### src/rtl/ppsd_pkg.sv
package ppsd_pkg;

    localparam logic [1:0] OP_TICK   = 2'd0;
    localparam logic [1:0] OP_TARGET = 2'd1;
    localparam logic [1:0] OP_DUTY   = 2'd2;

    localparam logic [1:0] MODE_NONE     = 2'd0;
    localparam logic [1:0] MODE_POSITION = 2'd1;
    localparam logic [1:0] MODE_PWM      = 2'd2;

    localparam logic [2:0] REG_MAX_POSITION  = 3'd0;
    localparam logic [2:0] REG_MIN_POSITION  = 3'd1;
    localparam logic [2:0] REG_KP            = 3'd2;
    localparam logic [2:0] REG_KI            = 3'd3;
    localparam logic [2:0] REG_KD            = 3'd4;
    localparam logic [2:0] REG_INT_LIMIT     = 3'd5;
    localparam logic [2:0] REG_TOLERANCE     = 3'd6;
    localparam logic [2:0] REG_STALL_LIMIT   = 3'd7;

    localparam logic signed [15:0] DRIVE_MAX = 16'sd32767;
    // DRIVE_MAX * 2^9: drive accumulator level at which the output saturates
    localparam logic signed [67:0] SAT_LEVEL = 68'sd16776704;

    typedef enum logic [1:0] {
        KIND_TICK   = 2'd0,
        KIND_TARGET = 2'd1,
        KIND_DUTY   = 2'd2,
        KIND_NOP    = 2'd3
    } kind_t;

    typedef struct packed {
        kind_t              kind;
        logic signed [31:0] value;
        logic signed [31:0] position;
        logic signed [15:0] speed;
    } entry_t;

    typedef struct packed {
        logic signed [31:0] max_position;
        logic signed [31:0] min_position;
        logic signed [31:0] kp;
        logic signed [31:0] ki;
        logic signed [31:0] kd;
        logic [30:0]        integral_limit;
        logic [15:0]        reach_tol;
        logic [15:0]        stall_limit_ticks;
    } cfg_t;

    typedef struct packed {
        logic full;
        logic empty;
    } q_status_t;

    typedef struct packed {
        logic               drive_valid;
        logic signed [15:0] drive_level;
        logic               at_target;
        logic               stall_flag;
        logic               target_event;
        logic               stall_event;
    } result_t;

endpackage

### src/rtl/ppsd_if.sv
interface ppsd_in_if;
    logic               valid;
    logic               ready;
    logic [1:0]         operation;
    logic signed [31:0] command_value;
    logic signed [31:0] measured_position;
    logic signed [15:0] measured_speed;

    modport source (
        output valid, operation, command_value, measured_position, measured_speed,
        input  ready
    );
    modport sink (
        input  valid, operation, command_value, measured_position, measured_speed,
        output ready
    );
endinterface

interface ppsd_out_if;
    logic               valid;
    logic               ready;
    logic               drive_valid;
    logic signed [15:0] drive_level;
    logic               at_target;
    logic               stall_flag;
    logic               target_event;
    logic               stall_event;

    modport source (
        output valid, drive_valid, drive_level, at_target, stall_flag,
               target_event, stall_event,
        input  ready
    );
    modport sink (
        input  valid, drive_valid, drive_level, at_target, stall_flag,
               target_event, stall_event,
        output ready
    );
endinterface

### src/rtl/ppsd_front.sv
module ppsd_front (
    ppsd_in_if.sink              command,
    input  ppsd_pkg::cfg_t       cfg,
    input  ppsd_pkg::q_status_t  q_status,
    output logic                 push,
    output ppsd_pkg::entry_t     entry
);

    logic signed [31:0] lim_hi;
    logic signed [31:0] lim_lo;
    logic signed [31:0] target_clamped;
    logic signed [31:0] duty_clamped;
    logic signed [31:0] duty_max;

    assign command.ready = !q_status.full;
    assign push          = command.valid && !q_status.full;

    assign duty_max = 32'(ppsd_pkg::DRIVE_MAX);

    always_comb
    begin
        // reversed limits are swapped
        if (cfg.max_position < cfg.min_position)
        begin
            lim_hi = cfg.min_position;
            lim_lo = cfg.max_position;
        end
        else
        begin
            lim_hi = cfg.max_position;
            lim_lo = cfg.min_position;
        end

        if (command.command_value < lim_lo)
            target_clamped = lim_lo;
        else if (command.command_value > lim_hi)
            target_clamped = lim_hi;
        else
            target_clamped = command.command_value;

        if (command.command_value < -duty_max)
            duty_clamped = -duty_max;
        else if (command.command_value > duty_max)
            duty_clamped = duty_max;
        else
            duty_clamped = command.command_value;
    end

    always_comb
    begin
        entry.position = command.measured_position;
        entry.speed    = command.measured_speed;
        case (command.operation)
            ppsd_pkg::OP_TICK:
            begin
                entry.kind  = ppsd_pkg::KIND_TICK;
                entry.value = command.command_value;
            end
            ppsd_pkg::OP_TARGET:
            begin
                entry.kind  = ppsd_pkg::KIND_TARGET;
                entry.value = target_clamped;
            end
            ppsd_pkg::OP_DUTY:
            begin
                entry.kind  = ppsd_pkg::KIND_DUTY;
                entry.value = duty_clamped;
            end
            default:
            begin
                entry.kind  = ppsd_pkg::KIND_NOP;
                entry.value = command.command_value;
            end
        endcase
    end

endmodule

### src/rtl/ppsd_queue.sv
module ppsd_queue #(
    parameter int DEPTH = 2
) (
    input  logic                 clk,
    input  logic                 rst_n,
    input  logic                 push,
    input  ppsd_pkg::entry_t     wr_data,
    input  logic                 pop,
    output ppsd_pkg::entry_t     rd_data,
    output ppsd_pkg::q_status_t  status
);

    localparam int PTR_W = $clog2(DEPTH);
    localparam int CNT_W = $clog2(DEPTH + 1);

    ppsd_pkg::entry_t slot_reg [DEPTH];
    logic [PTR_W-1:0] wr_ptr_reg;
    logic [PTR_W-1:0] wr_ptr_next;
    logic [PTR_W-1:0] rd_ptr_reg;
    logic [PTR_W-1:0] rd_ptr_next;
    logic [CNT_W-1:0] count_reg;
    logic [CNT_W-1:0] count_next;

    assign status.full  = (count_reg == CNT_W'(DEPTH));
    assign status.empty = (count_reg == '0);
    assign rd_data      = slot_reg[rd_ptr_reg];

    always_comb
    begin
        wr_ptr_next = wr_ptr_reg;
        rd_ptr_next = rd_ptr_reg;
        count_next  = count_reg;
        if (push)
            wr_ptr_next = (wr_ptr_reg == PTR_W'(DEPTH - 1)) ? '0 : wr_ptr_reg + 1'b1;
        if (pop)
            rd_ptr_next = (rd_ptr_reg == PTR_W'(DEPTH - 1)) ? '0 : rd_ptr_reg + 1'b1;
        if (push && !pop)
            count_next = count_reg + 1'b1;
        else if (pop && !push)
            count_next = count_reg - 1'b1;
    end

    always_ff @(posedge clk or negedge rst_n)
    begin
        if (!rst_n)
        begin
            wr_ptr_reg <= '0;
            rd_ptr_reg <= '0;
            count_reg  <= '0;
        end
        else
        begin
            wr_ptr_reg <= wr_ptr_next;
            rd_ptr_reg <= rd_ptr_next;
            count_reg  <= count_next;
        end
    end

    always_ff @(posedge clk)
    begin
        if (push)
            slot_reg[wr_ptr_reg] <= wr_data;
    end

endmodule

### src/rtl/ppsd_back.sv
module ppsd_back (
    input  logic                 clk,
    input  logic                 rst_n,
    input  ppsd_pkg::cfg_t       cfg,
    input  ppsd_pkg::q_status_t  q_status,
    input  ppsd_pkg::entry_t     q_data,
    output logic                 pop,
    ppsd_out_if.source           result
);

    typedef enum logic [5:0] {
        ST_IDLE = 6'b000001,
        ST_MP   = 6'b000010,
        ST_MI   = 6'b000100,
        ST_MD   = 6'b001000,
        ST_SUM  = 6'b010000,
        ST_OUT  = 6'b100000
    } state_t;

    state_t state_reg;
    state_t state_next;

    // controller state
    logic [1:0]         mode_reg;
    logic [1:0]         mode_next;
    logic signed [31:0] target_reg;
    logic signed [31:0] target_next;
    logic signed [15:0] drive_reg;
    logic signed [15:0] drive_next;
    logic signed [31:0] esum_reg;
    logic signed [31:0] esum_next;
    logic signed [32:0] last_err_reg;
    logic [15:0]        stall_cnt_reg;
    logic [15:0]        stall_cnt_next;
    logic               reach_rep_reg;
    logic               reach_rep_next;
    logic               stall_rep_reg;
    logic               stall_rep_next;

    // per-item work registers
    ppsd_pkg::entry_t   item_reg;
    logic signed [32:0] err_reg;
    logic signed [33:0] deriv_reg;
    logic signed [65:0] prod_reg;
    logic signed [65:0] prod_next;
    logic signed [67:0] acc_reg;
    logic signed [67:0] acc_next;

    logic                 out_valid_reg;
    logic                 out_valid_next;
    ppsd_pkg::result_t    res_reg;
    ppsd_pkg::result_t    res_next;

    logic                 commit;
    logic signed [31:0]   mul_a;
    logic signed [33:0]   mul_b;
    logic signed [33:0]   esum_sum;
    logic signed [33:0]   esum_lim;
    logic signed [33:0]   esum_clamped;
    logic signed [24:0]   trunc_sum;
    logic signed [15:0]   pid_level;
    logic [32:0]          err_mag;
    logic                 reached;
    logic                 stalled;

    assign commit = (state_reg == ST_OUT) && (!out_valid_reg || result.ready);
    assign pop    = (state_reg == ST_IDLE) && !q_status.empty;

    // shared multiplier: kp*err, ki*error_sum, kd*deriv in successive cycles
    always_comb
    begin
        case (state_reg)
            ST_MP:
            begin
                mul_a = cfg.kp;
                mul_b = 34'(err_reg);
            end
            ST_MI:
            begin
                mul_a = cfg.ki;
                mul_b = 34'(esum_reg);
            end
            default:
            begin
                mul_a = cfg.kd;
                mul_b = deriv_reg;
            end
        endcase
    end

    assign prod_next = mul_a * mul_b;

    assign esum_sum = 34'(esum_reg) + 34'(err_reg);
    assign esum_lim = $signed({3'b000, cfg.integral_limit});

    always_comb
    begin
        if (esum_sum > esum_lim)
            esum_clamped = esum_lim;
        else if (esum_sum < -esum_lim)
            esum_clamped = -esum_lim;
        else
            esum_clamped = esum_sum;
    end

    // drive = acc / 2^9 toward zero, saturated
    assign trunc_sum = $signed(acc_reg[24:0]) + (acc_reg[67] ? 25'sd511 : 25'sd0);

    always_comb
    begin
        if (acc_reg >= ppsd_pkg::SAT_LEVEL)
            pid_level = ppsd_pkg::DRIVE_MAX;
        else if (acc_reg <= -ppsd_pkg::SAT_LEVEL)
            pid_level = -ppsd_pkg::DRIVE_MAX;
        else
            pid_level = 16'(trunc_sum >>> 9);
    end

    assign err_mag = err_reg[32] ? 33'(-err_reg) : 33'(err_reg);
    assign reached = err_mag < 33'(cfg.reach_tol);

    always_comb
    begin
        state_next     = state_reg;
        acc_next       = acc_reg;
        esum_next      = esum_reg;
        mode_next      = mode_reg;
        target_next    = target_reg;
        drive_next     = drive_reg;
        stall_cnt_next = stall_cnt_reg;
        reach_rep_next = reach_rep_reg;
        stall_rep_next = stall_rep_reg;
        res_next       = '0;
        stalled        = 1'b0;
        out_valid_next = out_valid_reg;

        if (out_valid_reg && result.ready)
            out_valid_next = 1'b0;

        case (state_reg)
            ST_IDLE:
            begin
                if (!q_status.empty)
                begin
                    if (q_data.kind == ppsd_pkg::KIND_TICK && mode_reg == ppsd_pkg::MODE_POSITION)
                        state_next = ST_MP;
                    else
                        state_next = ST_OUT;
                end
            end
            ST_MP:
            begin
                if (cfg.ki != '0)
                    esum_next = esum_clamped[31:0];
                state_next = ST_MI;
            end
            ST_MI:
            begin
                acc_next   = 68'(prod_reg);
                state_next = ST_MD;
            end
            ST_MD:
            begin
                acc_next   = acc_reg + 68'(prod_reg);
                state_next = ST_SUM;
            end
            ST_SUM:
            begin
                acc_next   = acc_reg + 68'(prod_reg);
                state_next = ST_OUT;
            end
            ST_OUT:
            begin
                case (item_reg.kind)
                    ppsd_pkg::KIND_TICK:
                    begin
                        if (mode_reg == ppsd_pkg::MODE_POSITION)
                            drive_next = pid_level;
                        res_next.drive_valid    = (mode_reg != ppsd_pkg::MODE_NONE);
                        res_next.drive_level    = (mode_reg != ppsd_pkg::MODE_NONE) ?
                                                  drive_next : 16'sd0;
                        res_next.at_target      = reached;
                        if (reached || item_reg.speed != '0 || drive_next == '0)
                        begin
                            stall_cnt_next = '0;
                        end
                        else
                        begin
                            if (stall_cnt_reg != 16'hFFFF)
                                stall_cnt_next = stall_cnt_reg + 1'b1;
                            stalled = stall_cnt_next > cfg.stall_limit_ticks;
                        end
                        res_next.stall_flag    = stalled;
                        res_next.target_event  = reached && !reach_rep_reg;
                        res_next.stall_event   = stalled && !stall_rep_reg;
                        if (reached)
                            reach_rep_next = 1'b1;
                        if (stalled)
                            stall_rep_next = 1'b1;
                    end
                    ppsd_pkg::KIND_TARGET:
                    begin
                        target_next    = item_reg.value;
                        mode_next      = ppsd_pkg::MODE_POSITION;
                        reach_rep_next = 1'b0;
                        stall_rep_next = 1'b0;
                    end
                    ppsd_pkg::KIND_DUTY:
                    begin
                        drive_next     = item_reg.value[15:0];
                        mode_next      = ppsd_pkg::MODE_PWM;
                        reach_rep_next = 1'b0;
                        stall_rep_next = 1'b0;
                    end
                    default:
                    begin
                    end
                endcase

                if (commit)
                begin
                    out_valid_next = 1'b1;
                    state_next     = ST_IDLE;
                end
                else
                begin
                    mode_next      = mode_reg;
                    target_next    = target_reg;
                    drive_next     = drive_reg;
                    stall_cnt_next = stall_cnt_reg;
                    reach_rep_next = reach_rep_reg;
                    stall_rep_next = stall_rep_reg;
                end
            end
            default:
            begin
                state_next = ST_IDLE;
            end
        endcase
    end

    always_ff @(posedge clk or negedge rst_n)
    begin
        if (!rst_n)
        begin
            state_reg     <= ST_IDLE;
            mode_reg      <= ppsd_pkg::MODE_NONE;
            target_reg    <= '0;
            drive_reg     <= '0;
            esum_reg      <= '0;
            last_err_reg  <= '0;
            stall_cnt_reg <= '0;
            reach_rep_reg <= 1'b0;
            stall_rep_reg <= 1'b0;
            out_valid_reg <= 1'b0;
        end
        else
        begin
            state_reg     <= state_next;
            mode_reg      <= mode_next;
            target_reg    <= target_next;
            drive_reg     <= drive_next;
            esum_reg      <= esum_next;
            stall_cnt_reg <= stall_cnt_next;
            reach_rep_reg <= reach_rep_next;
            stall_rep_reg <= stall_rep_next;
            out_valid_reg <= out_valid_next;
            if (state_reg == ST_MP)
                last_err_reg <= err_reg;
        end
    end

    always_ff @(posedge clk)
    begin
        if (pop)
        begin
            item_reg <= q_data;
            err_reg  <= 33'(target_reg) - 33'(q_data.position);
        end
        if (state_reg == ST_MP)
            deriv_reg <= 34'(err_reg) - 34'(last_err_reg);
        prod_reg <= prod_next;
        acc_reg  <= acc_next;
        if (commit)
            res_reg <= res_next;
    end

    assign result.valid          = out_valid_reg;
    assign result.drive_valid    = res_reg.drive_valid;
    assign result.drive_level    = res_reg.drive_level;
    assign result.at_target      = res_reg.at_target;
    assign result.stall_flag     = res_reg.stall_flag;
    assign result.target_event   = res_reg.target_event;
    assign result.stall_event    = res_reg.stall_event;

endmodule

### src/rtl/position_pid_with_stall_detect.sv
// Position PID controller with open-loop duty mode, target-reach and stall detect.
// command (valid/ready): operation, command_value, measured_position,
//   measured_speed. Operation 0 is a control tick, 1 sets the target
//   (clamped to the position limits), 2 sets the open-loop duty.
// result (valid/ready): one transfer per command transfer, in order, carrying
//   drive_valid, drive_level (Q1.15), at_target, stall_flag and the
//   one-shot target_event / stall_event.
// cfg_write/cfg_index/cfg_data write the eight setup registers; write only
//   while no command is in flight.
// A position-mode tick runs through the execution engine in order: it forms
//   the error, makes three passes through the single shared 32x34 multiplier,
//   does a final add and ends in its output step. Every other command goes
//   straight to the output step. Results are held in an output register.
// Commands are taken into a QUEUE_DEPTH-entry queue whenever it has room, so
//   the source keeps streaming while the engine works. A result waits in the
//   output register when the receiver stalls; the engine then holds in its
//   output cycle and the queue fills before command.ready drops.
// Reset clears mode, target, drive, integral, last error, stall count and
//   event flags, and loads the setup registers with their defaults.
module position_pid_with_stall_detect #(
    parameter int QUEUE_DEPTH = 2
) (
    input  logic        clk,
    input  logic        rst_n,
    ppsd_in_if.sink     command,
    ppsd_out_if.source  result,
    input  logic        cfg_write,
    input  logic [2:0]  cfg_index,
    input  logic [31:0] cfg_data
);

    ppsd_pkg::cfg_t       cfg_reg;
    ppsd_pkg::q_status_t  q_status;
    ppsd_pkg::entry_t     q_wr_data;
    ppsd_pkg::entry_t     q_rd_data;
    logic                 q_push;
    logic                 q_pop;

    always_ff @(posedge clk or negedge rst_n)
    begin
        if (!rst_n)
        begin
            cfg_reg.max_position       <= 32'sh7FFF_FFFF;
            cfg_reg.min_position       <= 32'sh8000_0000;
            cfg_reg.kp                 <= '0;
            cfg_reg.ki                 <= '0;
            cfg_reg.kd                 <= '0;
            cfg_reg.integral_limit     <= '0;
            cfg_reg.reach_tol          <= 16'd1;
            cfg_reg.stall_limit_ticks  <= 16'd100;
        end
        else if (cfg_write)
        begin
            case (cfg_index)
                ppsd_pkg::REG_MAX_POSITION: cfg_reg.max_position       <= cfg_data;
                ppsd_pkg::REG_MIN_POSITION: cfg_reg.min_position       <= cfg_data;
                ppsd_pkg::REG_KP:           cfg_reg.kp                 <= cfg_data;
                ppsd_pkg::REG_KI:           cfg_reg.ki                 <= cfg_data;
                ppsd_pkg::REG_KD:           cfg_reg.kd                 <= cfg_data;
                ppsd_pkg::REG_INT_LIMIT:    cfg_reg.integral_limit     <= cfg_data[30:0];
                ppsd_pkg::REG_TOLERANCE:    cfg_reg.reach_tol          <= cfg_data[15:0];
                ppsd_pkg::REG_STALL_LIMIT:  cfg_reg.stall_limit_ticks  <= cfg_data[15:0];
                default:
                begin
                end
            endcase
        end
    end

    ppsd_front u_front (
        .command  (command),
        .cfg      (cfg_reg),
        .q_status (q_status),
        .push     (q_push),
        .entry    (q_wr_data)
    );

    ppsd_queue #(
        .DEPTH (QUEUE_DEPTH)
    ) u_queue (
        .clk     (clk),
        .rst_n   (rst_n),
        .push    (q_push),
        .wr_data (q_wr_data),
        .pop     (q_pop),
        .rd_data (q_rd_data),
        .status  (q_status)
    );

    ppsd_back u_back (
        .clk      (clk),
        .rst_n    (rst_n),
        .cfg      (cfg_reg),
        .q_status (q_status),
        .q_data   (q_rd_data),
        .pop      (q_pop),
        .result   (result)
    );

`ifndef SYNTHESIS
    a_queue_state: assert property (@(posedge clk) disable iff (!rst_n)
        !(q_status.full && q_status.empty))
        else $error("queue reports full and empty together");

    a_idle_drive_zero: assert property (@(posedge clk) disable iff (!rst_n)
        (result.valid && !result.drive_valid) |-> (result.drive_level == 16'sd0))
        else $error("drive level nonzero without drive");

    a_event_flags: assert property (@(posedge clk) disable iff (!rst_n)
        result.valid |-> ((!result.target_event || result.at_target) &&
                          (!result.stall_event || result.stall_flag)))
        else $error("event without its condition");

    a_drive_range: assert property (@(posedge clk) disable iff (!rst_n)
        result.valid |-> (result.drive_level != 16'sh8000))
        else $error("drive level out of range");
`endif

endmodule
### src/flat_wrapper.sv
// flat-port wrapper written by rule: the top's interface ports become plain ports
module position_pid_with_stall_detect_flat 
#(
    parameter int QUEUE_DEPTH = 2
)
  (clk, rst_n, cfg_write, cfg_index, cfg_data, command_valid, command_operation, command_command_value, command_measured_position, command_measured_speed, command_ready, result_valid, result_drive_valid, result_drive_level, result_at_target, result_stall_flag, result_target_event, result_stall_event, result_ready);
  ppsd_in_if command_i ();
  ppsd_out_if result_i ();
  input  logic clk;
  input  logic rst_n;
  input  logic cfg_write;
  input  logic [2:0] cfg_index;
  input  logic [31:0] cfg_data;
  input wire logic [$bits(command_i.valid)-1:0] command_valid;
  input wire logic [$bits(command_i.operation)-1:0] command_operation;
  input wire logic [$bits(command_i.command_value)-1:0] command_command_value;
  input wire logic [$bits(command_i.measured_position)-1:0] command_measured_position;
  input wire logic [$bits(command_i.measured_speed)-1:0] command_measured_speed;
  output wire logic [$bits(command_i.ready)-1:0] command_ready;
  output wire logic [$bits(result_i.valid)-1:0] result_valid;
  output wire logic [$bits(result_i.drive_valid)-1:0] result_drive_valid;
  output wire logic [$bits(result_i.drive_level)-1:0] result_drive_level;
  output wire logic [$bits(result_i.at_target)-1:0] result_at_target;
  output wire logic [$bits(result_i.stall_flag)-1:0] result_stall_flag;
  output wire logic [$bits(result_i.target_event)-1:0] result_target_event;
  output wire logic [$bits(result_i.stall_event)-1:0] result_stall_event;
  input wire logic [$bits(result_i.ready)-1:0] result_ready;
  assign command_i.valid = command_valid;
  assign command_i.operation = command_operation;
  assign command_i.command_value = command_command_value;
  assign command_i.measured_position = command_measured_position;
  assign command_i.measured_speed = command_measured_speed;
  assign command_ready = command_i.ready;
  assign result_valid = result_i.valid;
  assign result_drive_valid = result_i.drive_valid;
  assign result_drive_level = result_i.drive_level;
  assign result_at_target = result_i.at_target;
  assign result_stall_flag = result_i.stall_flag;
  assign result_target_event = result_i.target_event;
  assign result_stall_event = result_i.stall_event;
  assign result_i.ready = result_ready;
  position_pid_with_stall_detect #(.QUEUE_DEPTH(QUEUE_DEPTH)) u_core (.clk(clk), .rst_n(rst_n), .command(command_i), .result(result_i), .cfg_write(cfg_write), .cfg_index(cfg_index), .cfg_data(cfg_data));
endmodule
### config.mk
export PLATFORM = sky130hd
export DESIGN_NAME = position_pid_with_stall_detect_flat
export DESIGN_NICKNAME = d
export VERILOG_FILES = /design/src/rtl/ppsd_pkg.sv /design/src/rtl/ppsd_if.sv /design/src/rtl/ppsd_front.sv /design/src/rtl/ppsd_queue.sv /design/src/rtl/ppsd_back.sv /design/src/rtl/position_pid_with_stall_detect.sv /design/src/flat_wrapper.sv
export SDC_FILE = /design/constraint.sdc
export NUM_CORES = 2
export LEC_CHECK = 0
export BUFFER_PORTS_ARGS = -buffer_cell sky130_fd_sc_hd__buf_2
export CORE_MARGIN = 4
export CORE_UTILIZATION = 50
export DETAILED_ROUTE_END_ITERATION = 12
export GPL_TIMING_DRIVEN = 0
export PLACE_DENSITY = 0.76
export REMOVE_ABC_BUFFERS = 1
export SLEW_MARGIN = 10
export SYNTH_ARGS = -nofsm -noshare
export SYNTH_HDL_FRONTEND = slang
export SYNTH_SLANG_ARGS = --single-unit
### constraint.sdc
create_clock -name clk -period 12.85 [get_ports clk]
set_input_delay 0.6425 -clock clk [delete_from_list [all_inputs] [get_ports clk]]
set_output_delay 0.6425 -clock clk [all_outputs]
set_load 0.01 [all_outputs]
==> key figures <==
Run status
  • Status: completed

Routing
  • Number of routed nets with antenna violations: 0
  • Drt pass-1 iters: 8
  • Routed len/inst: 22.89 um
  • Detailed-route via count: 65730
  • WL final: 250800 um
  • First DRT Iteration DRCs: 5747
  • DR vias/cell: 6.000
  • Drt drc: 0

Setup path
  • CP Launch Point: u_core.u_back.state_reg[0]
  • Reg-to-reg setup timing slack: 0.47 ns
  • Max FO, Critical Path: 63
  • Most numerous cell on the critical path: fa_1
  • Worst R2R Path Depth: 36
  • Crit. End Element: flop
  • WP data arrival: 12.97 ns
  • Critical Path Source Type: flop
  • Reg2reg start: u_core.u_back.state_reg[0]
  • CP peak stage delay: 0.97 ns
  • Slowest-stage cell, CP: a221o_1
  • Req. time, crit path: 13.45 ns
  • CP Class: flop to flop
  • Worst R2R End: u_core.u_back.prod_reg[65]

Clock tree
  • Root Buffer Master: clkbuf_16
  • Worst-path clk slew: 0.06 ns
  • H-tree depth: 3
  • Clk_lat worst skew: 0.74 ns
  • CTS tree: done
  • Total CTS buffers: 90
  • Worst-case clock buffer depth: 3
  • Clock sinks: 803

STA
  • Worst relative slew slack: 9.534%
  • Clock Skew: 0.07780 ns
  • Setup Viol. Count Final: 0
  • Slew @ Worst Pin: 1.357 ns
  • Hold WS: 0.08904 ns
  • Ratio of final minimum period to clock period: 96.30%
  • Slew Limit Fails: 0
  • Achievable Freq: 80.81 MHz
  • Final hold vios: 0
  • Post-layout min period: 12.38 ns

GRT
  • Overall routing resource usage: 28.70%
  • Vias in the first global route: 68940
  • Initial antenna violation count: 8
  • Largest net degree at the start of global routing: 108
  • Wire length of the first global-routing pass: 390400 um
  • Grt ovf: 0

Placed design
  • GPL Wtd Cong: 0.9747
  • DP Area: 0.09023 mm2
  • Dpl cells: 10780
  • Dpl hpwl: 199800 um
  • Port Buffers: 144

Min path
  • Min-Delay Endpoint: u_core.u_queue.slot_reg[0][15]
  • Worst hold stages: 1
  • Hold path startpoint: command_measured_speed[15]
  • Hold Path Class: input pin to flop

Yosys
  • Mux cell area share after synthesis: 5.789%
  • Most used DFF post-synth: edfxtp_1
  • Post-synthesis compound-gate area fraction: 10.88%
  • Syn avg cell area: 9.826 um2
  • Xor/xnor share of the synthesized area: 2.863%
  • #FFs+latches synth: 803
  • Syn Inst Count: 8654
  • Asr flop ratio synth: 45.70%
  • Largest family of logic cells by synthesized area: adder cells
  • Cell variety after synth: 93
  • Synth warnings: 0
  • Adder-Cell Fraction of Synth Area: 35.18%
  • EDFF count, synth: 370
  • Post-synthesis simple-gate area fraction: 12.10%
  • Sequential area share after synthesis: 25.47%
  • Syn Std Cell Area: 0.08503 mm2

Floorplan
  • Total core area: 0.1693 mm2
  • Die Area: 0.1767 mm2
  • Chip width: 420.4 um
  • Die Y: 420.4 um
  • IO Pins: 145
  • Core Rows: 151
  • Initial core utilization: 50.23%

Layout
  • Filler cell count: 14170
  • Max reg flops: 223
  • Fin area: 0.09356 mm2
  • Final core occ: 55.27%
  • Final std cells w/o fill: 10960
  • NumNets Final: 10480
  • Area growth syn-to-layout: 10.03%
  • Layout cells sized above 1: 10.99%

Job
  • Max cap viols: 0
[critical path, delay by kind of cell, from the launching register on]
kind / cells / cell delay [ns]
DFF: 1 / 0.57
xor gates and xnor gates: 1 / 0.06
and+or+nand+nor: 3 / 0.85
buffers and inverters: 11 / 1.84
AOI/OAI and AO/OA: 12 / 4.36
adders and majority gates: 9 / 4.42
[metrics by stage]
stage / setup TNS, ns / setup slack (ns)
floorplan: -69.14 / -2.750
global placement: -645.12 / -12.29
detailed placement: -0.07244 / -0.07244
CTS: 0 / 0.01266
global route: -0.01519 / -0.01240
finish: 0 / 0.4750
[cell usage after synthesis, drive strengths merged, types with 34 or more instances]
cell	count	area share (%)
dfrtp	330	9.7
inv	1386	6.1
a21o	207	1.8
nor3	90	0.53
a221oi	56	0.58
nor2	833	3.7
o31ai	34	0.31
a31o	42	0.43
fa	1146	27
xnor2	191	2.0
mux2i	152	1.8
ha	557	8.2
dfstp	37	1.1
clkbuf	326	1.4
o21a	56	0.49
xor2	87	0.90
edfxtp	370	13
nand3	83	0.49
nand4	85	0.63
a21oi	310	1.8
nor2b	59	0.43
mux2	302	4.0
o21ai	282	1.7
dfxtp	66	1.6
a221o	86	1.0
and2	79	0.58
a211oi	36	0.32
nand2b	63	0.46
nand2	807	3.6
and3	41	0.30
nor4	55	0.43
[layout by cell type (no fill, tap or decap), types with 42 or more instances in the layout]
master / n
buf_2: 143
a31o_2: 42
edfxtp_1: 370
clkbuf_16: 92
a221o_1: 67
nor3_1: 87
and2_1: 77
nand2b_1: 62
mux2i_1: 152
xor2_1: 87
buf_8: 47
a21oi_1: 299
dfxtp_1: 66
nor2_1: 828
xnor2_1: 191
o21ai_0: 269
nand3_1: 83
nor2b_1: 58
o21a_1: 55
inv_1: 1384
mux2_2: 302
ha_1: 557
a221oi_4: 42
fa_1: 1145
a21o_1: 207
dfrtp_1: 329
nand2_1: 800
nor4_1: 53
nand4_1: 85
[cell type report]
type	count	area (um2)	area share, %
well taps	2218	2775	2.966
multi-input cells	6106	57880	61.86
clock buffers	117	2540	2.715
repair buffers	271	2771	2.962
clock inverters	51	700.7	0.7489
flip-flops and latches	803	21670	23.16
diodes	2	5.005	0.005349
inverters	1387	5226	5.586
[how the worst max path moves through the flow]
stage / end / slack (ns)
after global routing: u_core.u_back.prod_reg[58] / -0.01
after CTS: u_core.u_back.prod_reg[65] / 0.01
after global placement: u_core.u_back.prod_reg[65] / -12.29
final: u_core.u_back.prod_reg[65] / 0.47
after floorplan: u_core.u_back.prod_reg[65] / -2.75
after detailed placement: u_core.u_back.prod_reg[65] / -0.07
[timing repair]
item | in CTS | in global routing
resized for setup | 1 | 12
setup buffers | 0 | 3
hold buffers | 1 | 0
endpoints found under the hold margin | 65 | 0
setup endpoints to repair | 2 | 11
pin swaps | 0 | 1
[routing by layer]
layer | vias up | share of wire, % | global-route usage (%)
met2 | 3255 | 46 | 46.28
li1 | 28640 | - | -
met3 | 849 | 9.2 | 5.629
met5 | - | 0.0084 | 0
met1 | 32990 | 37 | 35.59
met4 | 4 | 7.6 | 17.93
[cell families (layout without fill, tap and decap cells)]
kind of cell / count (synthesis) / count (layout)
flip-flops: 803 / 803
XOR/XNOR: 278 / 278
adder cells (fa/ha/maj): 1703 / 1703
other: 0 / 2
AO/OA/AOI/OAI: 1361 / 1361
multiplexers: 454 / 454
buffers and inverters: 1745 / 1826
AND/OR/NAND/NOR: 2310 / 2310
Power is not shown: default switching activity piles up to over one toggle a cycle in this logic, so the estimate is an artifact.
